### src/hdl/cdad_pkg.sv
// ----------------------------------------------------------------------------
// Date arithmetic package
// Shared types, constants and the month length table for the date adder.
// ----------------------------------------------------------------------------
package cdad_pkg;

    localparam int YEAR_W  = 14;
    localparam int MONTH_W = 4;
    localparam int DAY_W   = 5;
    localparam int ADD_W   = 16;
    // Working day count: largest start day plus largest day count.
    localparam int ACC_W   = 17;
    // Year modulo 400 and the quotient of year by 400.
    localparam int YMOD_W  = 9;
    localparam int QUOT_W  = 6;
    localparam int PROD_W  = 27;

    localparam int IN_TDATA_W  = 40;
    localparam int OUT_TDATA_W = 24;

    localparam logic [MONTH_W-1:0] C_MONTH_JAN = 4'd1;
    localparam logic [MONTH_W-1:0] C_MONTH_FEB = 4'd2;
    localparam logic [MONTH_W-1:0] C_MONTH_DEC = 4'd12;

    localparam logic [YEAR_W-1:0] C_YEAR_MAX   = 14'h3FFF;
    localparam logic [YMOD_W-1:0] C_YMOD_100   = 9'd100;
    localparam logic [YMOD_W-1:0] C_YMOD_200   = 9'd200;
    localparam logic [YMOD_W-1:0] C_YMOD_300   = 9'd300;
    localparam logic [YMOD_W-1:0] C_YMOD_LAST  = 9'd399;
    localparam logic [YEAR_W-1:0] C_CYCLE_LEN  = 14'd400;

    // floor(y / 400) = (y * 5243) >> 21, exact for every 14-bit year.
    localparam logic [12:0] C_DIV400_MUL   = 13'd5243;
    localparam int          C_DIV400_SHIFT = 21;

    typedef struct packed {
        logic load;
        logic prep;
        logic step;
        logic commit;
    } t_cmd;

    typedef struct packed {
        logic done;
    } t_sts;

    function automatic logic [DAY_W-1:0] f_month_len(
        input logic [MONTH_W-1:0] month,
        input logic               leap
    );
        logic [DAY_W-1:0] len;
        begin
            case (month) inside
                C_MONTH_FEB:             len = leap ? 5'd29 : 5'd28;
                4'd4, 4'd6, 4'd9, 4'd11: len = 5'd30;
                default:                 len = 5'd31;
            endcase
            return len;
        end
    endfunction

endpackage

### src/hdl/cdad_ctrl.sv
// ----------------------------------------------------------------------------
// Date adder controller
// Sequences load, year-cycle preparation and the month loop, and owns the
// output valid flag.
// ----------------------------------------------------------------------------
module cdad_ctrl (
    input  logic          i_clk,
    input  logic          i_rst_n,
    input  logic          i_s_tvalid,
    output logic          o_s_tready,
    output logic          o_m_tvalid,
    input  logic          i_m_tready,
    input  cdad_pkg::t_sts i_sts,
    output cdad_pkg::t_cmd o_cmd
);

    typedef enum logic [2:0] {
        S_IDLE = 3'b001,
        S_LOAD = 3'b010,
        S_RUN  = 3'b100
    } t_state;

    t_state r_state, n_state;
    logic   r_ovalid, n_ovalid;
    logic   w_out_free;

    assign w_out_free = !r_ovalid || i_m_tready;
    assign o_s_tready = (r_state == S_IDLE);
    assign o_m_tvalid = r_ovalid;

    always_comb begin
        n_state = r_state;
        o_cmd   = '0;
        unique case (r_state)
            S_IDLE: begin
                if (i_s_tvalid) begin
                    o_cmd.load = 1'b1;
                    n_state    = S_LOAD;
                end
            end
            S_LOAD: begin
                o_cmd.prep = 1'b1;
                n_state    = S_RUN;
            end
            S_RUN: begin
                if (!i_sts.done) begin
                    o_cmd.step = 1'b1;
                end else if (w_out_free) begin
                    o_cmd.commit = 1'b1;
                    n_state      = S_IDLE;
                end
            end
            default: n_state = S_IDLE;
        endcase
    end

    always_comb begin
        n_ovalid = r_ovalid;
        if (o_cmd.commit) begin
            n_ovalid = 1'b1;
        end else if (i_m_tready) begin
            n_ovalid = 1'b0;
        end
    end

    always_ff @(posedge i_clk) begin
        if (!i_rst_n) begin
            r_state  <= S_IDLE;
            r_ovalid <= 1'b0;
        end else begin
            r_state  <= n_state;
            r_ovalid <= n_ovalid;
        end
    end

    // A result may only overwrite the output register once it has been taken.
    a_commit_free: assert property (@(posedge i_clk) disable iff (!i_rst_n)
        o_cmd.commit |-> (!r_ovalid || i_m_tready))
        else $error("result written over an item still waiting");

    a_no_step_done: assert property (@(posedge i_clk) disable iff (!i_rst_n)
        o_cmd.step |-> !i_sts.done)
        else $error("month step issued after the date was settled");

    a_load_prep: assert property (@(posedge i_clk) disable iff (!i_rst_n)
        (i_s_tvalid && o_s_tready) |=> o_cmd.prep)
        else $error("accepted item not followed by preparation");

    a_valid_src: assert property (@(posedge i_clk) disable iff (!i_rst_n)
        $rose(r_ovalid) |-> $past(o_cmd.commit))
        else $error("output valid raised without a commit");

endmodule

### src/hdl/cdad_dp.sv
// ----------------------------------------------------------------------------
// Date adder datapath
// Holds the working date, walks one month per step and keeps the result
// register.
// ----------------------------------------------------------------------------
module cdad_dp (
    input  logic                             i_clk,
    input  cdad_pkg::t_cmd                   i_cmd,
    output cdad_pkg::t_sts                   o_sts,
    input  logic [cdad_pkg::YEAR_W-1:0]      i_start_year,
    input  logic [cdad_pkg::MONTH_W-1:0]     i_start_month,
    input  logic [cdad_pkg::DAY_W-1:0]       i_start_day,
    input  logic [cdad_pkg::ADD_W-1:0]       i_add_days,
    output logic [cdad_pkg::YEAR_W-1:0]      o_end_year,
    output logic [cdad_pkg::MONTH_W-1:0]     o_end_month,
    output logic [cdad_pkg::DAY_W-1:0]       o_end_day,
    output logic                             o_bad_input
);

    logic [cdad_pkg::YEAR_W-1:0]  r_year;
    logic [cdad_pkg::MONTH_W-1:0] r_month;
    logic [cdad_pkg::ACC_W-1:0]   r_day;
    logic                         r_bad;
    logic [cdad_pkg::QUOT_W-1:0]  r_quot;
    logic [cdad_pkg::YMOD_W-1:0]  r_ymod;

    logic [cdad_pkg::PROD_W-1:0]  w_prod;
    logic [cdad_pkg::YEAR_W-1:0]  w_rem;
    logic                         w_bad_in;
    logic                         w_leap;
    logic [cdad_pkg::DAY_W-1:0]   w_len;
    logic [cdad_pkg::ACC_W-1:0]   w_sum;

    assign w_prod = cdad_pkg::PROD_W'(i_start_year)
                  * cdad_pkg::PROD_W'(cdad_pkg::C_DIV400_MUL);
    assign w_rem  = r_year
                  - cdad_pkg::YEAR_W'(cdad_pkg::YEAR_W'(r_quot) * cdad_pkg::C_CYCLE_LEN);

    assign w_bad_in = (i_start_month < cdad_pkg::C_MONTH_JAN)
                   || (i_start_month > cdad_pkg::C_MONTH_DEC)
                   || (i_start_day == '0);
    assign w_sum    = cdad_pkg::ACC_W'(i_start_day) + cdad_pkg::ACC_W'(i_add_days);

    // The year modulo 400 is divisible by 4 exactly when the year is.
    assign w_leap = (r_ymod[1:0] == 2'b00)
                 && (r_ymod != cdad_pkg::C_YMOD_100)
                 && (r_ymod != cdad_pkg::C_YMOD_200)
                 && (r_ymod != cdad_pkg::C_YMOD_300);
    assign w_len  = cdad_pkg::f_month_len(r_month, w_leap);

    assign o_sts.done = r_bad || (r_day <= cdad_pkg::ACC_W'(w_len));

    always_ff @(posedge i_clk) begin
        if (i_cmd.load) begin
            r_year  <= i_start_year;
            r_month <= i_start_month;
            r_day   <= w_bad_in ? cdad_pkg::ACC_W'(i_start_day) : w_sum;
            r_bad   <= w_bad_in;
            r_quot  <= w_prod[cdad_pkg::C_DIV400_SHIFT +: cdad_pkg::QUOT_W];
        end else if (i_cmd.prep) begin
            r_ymod <= w_rem[cdad_pkg::YMOD_W-1:0];
        end else if (i_cmd.step) begin
            r_day <= r_day - cdad_pkg::ACC_W'(w_len);
            if (r_month == cdad_pkg::C_MONTH_DEC) begin
                r_month <= cdad_pkg::C_MONTH_JAN;
                r_year  <= r_year + cdad_pkg::YEAR_W'(1);
                // The year counter wraps to zero, which starts a fresh cycle.
                if (r_year == cdad_pkg::C_YEAR_MAX || r_ymod == cdad_pkg::C_YMOD_LAST) begin
                    r_ymod <= '0;
                end else begin
                    r_ymod <= r_ymod + cdad_pkg::YMOD_W'(1);
                end
            end else begin
                r_month <= r_month + cdad_pkg::MONTH_W'(1);
            end
        end
    end

    always_ff @(posedge i_clk) begin
        if (i_cmd.commit) begin
            o_end_year  <= r_year;
            o_end_month <= r_month;
            o_end_day   <= r_day[cdad_pkg::DAY_W-1:0];
            o_bad_input <= r_bad;
        end
    end

endmodule

### src/hdl/calendar_date_add_days_core.sv
// ----------------------------------------------------------------------------
// Gregorian date adder
// Adds a day count to a Gregorian date and returns the resulting date.
// ----------------------------------------------------------------------------
// Usage: an item enters on the slave stream (i_s_*) with the start date and
// the day count in i_s_tdata. The result leaves on the master stream
// (o_m_*): the end date in o_m_tdata and the bad-input flag in o_m_tuser.
// A month of zero or above twelve, or a day of zero, sets the flag and the
// input date is echoed unchanged.
// The block works on one item at a time. The date is loaded at the accepting
// edge, the S_LOAD state then prepares the year-in-400 counter, and the month
// loop then steps once per month crossed (up to about 2160 for the largest
// count) and commits the result to the output register. A new item is taken
// in the cycle after the result is written into the output register, so the
// month loop sets how often items pass.
// When the receiver stalls the result waits in the output register; the
// next item is accepted and worked on, and holds in the loop until the
// register is free. Reset clears the controller and the output valid flag.
// ----------------------------------------------------------------------------
module calendar_date_add_days_core (
    input  logic                             i_clk,
    input  logic                             i_rst_n,
    input  logic                             i_s_tvalid,
    output logic                             o_s_tready,
    // [13:0] start_year, [17:14] start_month, [22:18] start_day,
    // [38:23] add_days, [39] zero
    input  logic [cdad_pkg::IN_TDATA_W-1:0]  i_s_tdata,
    output logic                             o_m_tvalid,
    input  logic                             i_m_tready,
    // [13:0] end_year, [17:14] end_month, [22:18] end_day, [23] zero
    output logic [cdad_pkg::OUT_TDATA_W-1:0] o_m_tdata,
    // [0] bad_input
    output logic [0:0]                       o_m_tuser
);

    cdad_pkg::t_cmd w_cmd;
    cdad_pkg::t_sts w_sts;

    logic [cdad_pkg::YEAR_W-1:0]  w_end_year;
    logic [cdad_pkg::MONTH_W-1:0] w_end_month;
    logic [cdad_pkg::DAY_W-1:0]   w_end_day;
    logic                         w_bad_input;

    cdad_ctrl u_ctrl (
        .i_clk      (i_clk),
        .i_rst_n    (i_rst_n),
        .i_s_tvalid (i_s_tvalid),
        .o_s_tready (o_s_tready),
        .o_m_tvalid (o_m_tvalid),
        .i_m_tready (i_m_tready),
        .i_sts      (w_sts),
        .o_cmd      (w_cmd)
    );

    cdad_dp u_dp (
        .i_clk         (i_clk),
        .i_cmd         (w_cmd),
        .o_sts         (w_sts),
        .i_start_year  (i_s_tdata[13:0]),
        .i_start_month (i_s_tdata[17:14]),
        .i_start_day   (i_s_tdata[22:18]),
        .i_add_days    (i_s_tdata[38:23]),
        .o_end_year    (w_end_year),
        .o_end_month   (w_end_month),
        .o_end_day     (w_end_day),
        .o_bad_input   (w_bad_input)
    );

    assign o_m_tdata = {1'b0, w_end_day, w_end_month, w_end_year};
    assign o_m_tuser = w_bad_input;

endmodule
### config.mk
export PLATFORM = sky130hd
export DESIGN_NAME = calendar_date_add_days_core
export DESIGN_NICKNAME = d
export VERILOG_FILES = /design/src/hdl/cdad_pkg.sv /design/src/hdl/cdad_ctrl.sv /design/src/hdl/cdad_dp.sv /design/src/hdl/calendar_date_add_days_core.sv
export SDC_FILE = /design/constraint.sdc
export NUM_CORES = 1
export LEC_CHECK = 0
export BUFFER_PORTS_ARGS = -buffer_cell sky130_fd_sc_hd__buf_2
export CORE_ASPECT_RATIO = 0.7
export CORE_MARGIN = 2
export CORE_UTILIZATION = 50
export CTS_CLUSTER_SIZE = 20
export DETAILED_ROUTE_END_ITERATION = 16
export GPL_TIMING_DRIVEN = 0
export PLACE_DENSITY = 0.8
export SLEW_MARGIN = 20
export SYNTH_ARGS = -nofsm -noshare
export SYNTH_HDL_FRONTEND = slang
export SYNTH_SLANG_ARGS = --single-unit
### constraint.sdc
create_clock -name i_clk -period 5.1 [get_ports i_clk]
set_clock_uncertainty 0.2 [all_clocks]
set_input_delay 0.765 -clock i_clk [delete_from_list [all_inputs] [get_ports i_clk]]
set_output_delay 0.765 -clock i_clk [all_outputs]
set_load 0.02 [all_outputs]
Word-level counts from Yosys, hierarchy flattened
Index checks and enable logic that the tools add are counted.

operators by class
  equality and inequality tests = 18
  magnitude comparators = 3
  multiply operators = 2
  bitwise operators = 1
  reductions and logical operators = 21
  mux-type cells = 32
  $add $sub $neg = 6

operators with widths
  kind                                                                   count
  17-bit 2-to-1 mux                                                      4
  14-bit 2-to-1 mux                                                      4
  9-bit 2-to-1 mux                                                       4
  14-bit by 13-bit multiplier with 27-bit output, second input constant  1
  5-bit by 16-bit adder with 17-bit output                               1
  17-bit by 5-bit <= comparator with 1-bit output                        1
  17-bit by 5-bit subtractor with 17-bit output                          1
  4-bit 2-to-1 mux                                                       4
  14-bit by 1-bit adder with 14-bit output, second input constant        1
  14-bit == test, second input constant                                  1
  4-bit == test, second input constant                                   3
  1-bit 2-to-1 mux                                                       10
  2-bit nonzero test                                                     5
  9-bit by 1-bit adder with 9-bit output, second input constant          1
  9-bit == test, second input constant                                   1
  3-bit 2-to-1 mux                                                       3
  9-bit by 7-bit != test with 1-bit output, second input constant        1
  9-bit by 8-bit != test with 1-bit output, second input constant        1
  9-bit != test, second input constant                                   1
  3-bit case mux with 3 select lines                                     1
  3-bit AND reduction                                                    3
  9-bit subtractor                                                       1
  4-bit by 3-bit == test with 1-bit output, second input constant        2
  6-bit by 5-bit multiplier with 5-bit output, second input constant     1
  19 further kinds                                                       27

storage, ports and cells
  flip-flop bits (word level) = 79
  output and inout bits = 27
  logic and storage cells = 95
  bits of input ports = 44

Longest topological paths before layout
  depth in word-level cells = 13
  depth in mapped cells = 17
  gate-level depth less buffers = 17

Cells and area by module
A second synthesis with hierarchy kept.

second synthesis, totals
  cell total of the unflattened synthesis = 732
  area total of the unflattened synthesis = 7656.1 µm²

modules (own cells, without submodules)
  module                       instances  area an instance (µm²)  cells an instance  seq. area each (µm²)
  cdad_dp                      1          7442.1                  705                2222.1
  cdad_ctrl                    1          202.7                   25                 80.1
  calendar_date_add_days_core  1          11.3                    2                  0.0

Worst setup path after synthesis
OpenSTA, ideal clock, no wires.

  path type = input -> register
  from = input port i_s_tdata[10] (netlist name)
  to = register u_dp.r_quot[2] (netlist name), data pin
  data required time = 4.641 ns
  stages on the path = 17
  buffers on the path = 0
  setup time = 0.259 ns
  setup slack = 0.065 ns
  arrival time = 4.576 ns
  cells stage by stage = fa_1 -> ha_1 -> inv_1 -> fa_1 -> inv_1 -> fa_1 -> inv_1 -> fa_1 -> inv_1 -> ha_1 -> a21o_1 -> a21oi_1 -> o21ai_0 -> a21o_1 -> o21ai_1 -> a21oi_1 -> o31a_1

on the way
  longest elaborated chain between the ends = 1

RTL lines
  item                                            RTL line                           RTL
  start, declared                                 calendar_date_add_days_core.sv:27  input logic [cdad_pkg::IN_TDATA_W-1:0] i_s_tdata,
  14-bit by 13-bit multiplier with 27-bit output  cdad_dp.sv:35                      * cdad_pkg::PROD_W'(cdad_pkg::C_DIV400_MUL);
  net u_dp.w_prod (one bit)                       cdad_dp.sv:27                      logic [cdad_pkg::PROD_W-1:0] w_prod;
  end signal, assigned                            cdad_dp.sv:59                      r_quot <= w_prod[cdad_pkg::C_DIV400_SHIFT +: cdad_pkg::QUOT_W];
  end, declared                                   cdad_dp.sv:24                      logic [cdad_pkg::QUOT_W-1:0] r_quot;

The timed path passes the listed nets, and every way through them passes these cells.
A chain may end at the register's enable or synchronous reset.

Worst setup path after layout
  from = input port i_s_tdata[11] (netlist name)
  to = register u_dp.r_quot[2] (netlist name), data pin

The elaborated chain is that of the path after synthesis.

==> impl_metrics.env <==
export IMPL_status="complete, no violations"
export IMPL_period_share_pct=98.0
export IMPL_cts_hold_buffers=0
export IMPL_hold_viol_final=0
export IMPL_vias_per_cell=5.46
export IMPL_synth_seq_cells=78
export IMPL_r2r_setup_slack_ns=1.32
export IMPL_synth_async_reset_ratio_pct=0
export IMPL_num_vias=5501
export IMPL_path_clk_slew_ns=0.06
export IMPL_grtUsageTotal_pct=22.1
export IMPL_clockBufferDepth=2
export IMPL_use_met1_pct=33.7
export IMPL_synth_area_per_cell_um2=10.4
export IMPL_startpoint_type="input port"
export IMPL_fin_area_mm2=0.00864
export IMPL_power_density_mw_per_mm2=379
export IMPL_die_h_um=107
export IMPL_synth_area_mm2=0.00757
export IMPL_cts_tree="yes"
export IMPL_dpl_cell_area_mm2=0.00815
export IMPL_power_internal_uw=1940
export IMPL_ys_warn_count=0
export IMPL_start_util_pct=51.3
export IMPL_cp_data_arrival_time_ns=4.89
export IMPL_peakVddDrop_mv=0.342
export IMPL_antenna_found_initial=0
export IMPL_grt_pass1_wl_um=27400
export IMPL_fmax_ghz=0.200
export IMPL_wl_per_cell_um=16.4
export IMPL_tightest_slew_ns=0.916
export IMPL_num_io_pins=71
export IMPL_path_class="in2reg"
export IMPL_synth_ff_type="edfxtp_1"
export IMPL_layout_common_cells="inv_1, ha_1, edfxtp_1"
export IMPL_min_period_ns=5.00
export IMPL_diodes=0
export IMPL_dieArea_mm2=0.0162
export IMPL_cts_sinks=78
export IMPL_r2r_start="u_dp.r_ymod[5]$_DFFE_PP_"
export IMPL_dp_slack_ns=-0.557
export IMPL_power_frac_seq_pct=25.9
export IMPL_yosysUniqueCellTypes=55
export IMPL_ys_seq_area_share_pct=30.4
export IMPL_worst_slack_ns=0.0998
export IMPL_final_common_cell="inv_1"
export IMPL_core_mm2=0.0148
export IMPL_cts_made_buffers=9
export IMPL_cp_startpoint="i_s_tdata[11]"
export IMPL_grt_max_degree=26
export IMPL_cp_end_kind="flop"
export IMPL_grt_busiest_layer="met1"
export IMPL_r2r_worst_path_cells=14
export IMPL_hp_class="reg2reg"
export IMPL_routed_wl_um=16600
export IMPL_slew_viol_final=0
export IMPL_endpoint="u_dp.r_quot[2]$_DFFE_PP_"
export IMPL_drive_above_1_share_pct=15.6
export IMPL_grtUsageMet3_pct=5.02
export IMPL_p_sw_uw=1330
export IMPL_cp_max_fo=8
export IMPL_synth_nets=949
export IMPL_rows=37
export IMPL_timing_rr_end="u_dp.r_year[9]$_DFFE_PP_"
export IMPL_required_ns=4.99
export IMPL_die_x_um=151
export IMPL_drt_iter0_markers=464
export IMPL_gp_congestion=0.873
export IMPL_clock_latency_ns=0.35
export IMPL_drv_cap=0
export IMPL_slew_headroom_pct=38.8
export IMPL_final_nets=1030
export IMPL_synth_edf_count=74
export IMPL_port_buffers=67
export IMPL_syn_to_final_growth_pct=14.1
export IMPL_grtUsageMet2_pct=32.0
export IMPL_synthCells=727
export IMPL_clock_power_share_pct=18.5
export IMPL_switching_share_pct=40.7
export IMPL_pwr_share_comb_pct=55.6
export IMPL_p_leak_uw=0.00392
export IMPL_drc=0
export IMPL_grt_ovfl_total=0
export IMPL_grt_pass1_vias=5509
export IMPL_ant_nets=0
export IMPL_clockRootBuffer="clkbuf_16"
export IMPL_dp_hpwl_um=13300
export IMPL_firstDrtPassIters=5
export IMPL_setup_viol=0
export IMPL_h_tree_depth=3
export IMPL_setup_tns_ns=0
sequential cells by signal, indices dropped and copies added (netlist names):
signal / count
u_ctrl.r_state: 3
u_dp.r_day: 17
u_ctrl.o_m_tvalid: 1
u_dp.r_bad: 1
u_dp.o_end_year: 14
u_dp.r_year: 14
u_dp.o_bad_input: 1
u_dp.r_month: 4
u_dp.o_end_month: 4
u_dp.r_ymod: 9
u_dp.o_end_day: 5
u_dp.r_quot: 5
layer usage:
| metal | vias to the layer above | wire length [um] |
|---|---|---|
| li1 | 2628 | - |
| met4 | 0 | 254 |
| met5 | - | 0 |
| met1 | 2661 | 7790 |
| met3 | 24 | 1300 |
| met2 | 188 | 7230 |
worst min-delay path by stage:
stage	from	endpoint	cells after the start
floorplan	u_dp.r_day[0]$_DFFE_PP_	u_dp.o_end_day[0]$_DFFE_PP_	0
global placement	u_dp.r_day[0]$_DFFE_PP_	u_dp.o_end_day[0]$_DFFE_PP_	0
detailed placement	u_dp.r_day[0]$_DFFE_PP_	u_dp.o_end_day[0]$_DFFE_PP_	0
CTS	u_dp.r_day[0]$_DFFE_PP_	u_dp.o_end_day[0]$_DFFE_PP_	0
global route	u_dp.r_day[0]$_DFFE_PP_	u_dp.o_end_day[0]$_DFFE_PP_	0
finish	u_dp.r_day[0]$_DFFE_PP_	u_dp.o_end_day[0]$_DFFE_PP_	0
cells by family (layout without fill, tap and decap cells):
kind of cell	after synthesis	count (layout)	synth area share, %
other cells	1	1	0.0495
flops	78	78	30.4
fa+ha+maj	178	178	35.9
buf+inv	145	231	7.25
compound gates	102	102	8.56
xor+xnor	59	59	6.82
simple gates	164	164	11.1
final cells by class:
class	instances	area [um^2]
timing repair buffer	70	388
multi-input combinational	504	4880
buffer	11	46.3
tap	195	244
clock buffer	9	225
fill	1195	6120
sequential	78	2300
clock inverter	7	58.8
inverter	134	503
synth_stat cells (2+ instances only):
library cell,instances,area share (%)
ha_1,113,19
nand2_1,63,3.1
o22ai_1,15,1.2
nor3b_1,3,0.30
and3_1,12,0.99
xnor2_1,33,3.8
nor2_1,21,1.0
a31oi_1,5,0.41
clkbuf_1,7,0.35
and2_1,2,0.17
o21a_1,3,0.30
or4_1,2,0.20
dfxtp_1,4,1.1
a21o_1,11,1.1
nand4_1,6,0.50
o211ai_1,3,0.30
o31ai_1,6,0.59
nand3_1,21,1.4
or2b_2,2,0.23
nor4_1,5,0.41
o21ai_0,24,1.6
a21oi_1,19,1.3
or3_1,2,0.17
o21ai_1,2,0.13
nor2b_1,4,0.33
nand2b_1,3,0.25
a211oi_1,4,0.40
o21ai_2,2,0.23
or2_2,2,0.17
a21oi_2,2,0.23
edfxtp_1,74,29
nor3_1,7,0.46
fa_1,65,17
xor2_1,26,3.0
inv_1,133,6.6
buf_1,2,0.099
worst max-delay path: stages:
cell and delay, ns:
buf_4 0.17, fa_1 0.46, ha_1 0.29, inv_1 0.05, fa_1 0.48, inv_1 0.06
fa_1 0.53, inv_1 0.06, fa_1 0.53, inv_1 0.06, ha_4 0.24, a21o_1 0.16
a21oi_2 0.16, o21ai_2 0.08, a21o_1 0.24, o21ai_4 0.20, a21oi_2 0.09, o31a_1 0.26
metrics by stage:
step                      hold WS (ns)  total power, uW  std cells  util (%)
after global placement           0.233             2310        989      55.2
after floorplan                  0.226             1990        727         -
after CTS                        0.266             3050       1007      57.5
after global routing             0.280             3620       1008      58.5
final                            0.264             3280       1008      58.5
after detailed placement         0.250             2390        989      55.2
power groups by stage:
stage          registers (uW)  logic, uW  clock network, uW
5_1_grt                   856       2120                643
3_5_place_dp              860       1530                  0
2_1_floorplan             840       1150                  0
4_1_cts                   847       1580                616
3_3_place_gp              858       1460                  0
6_report                  849       1820                607
timing repair:
action	4_1_cts	5_1_grt
setup buffers	2	1
setup endpoints to repair	4	5
pin swaps	4	11
hold endpoints to repair	0	0
gates resized for setup	11	31
gates cloned	0	0
(Power assumes the default switching activity.)
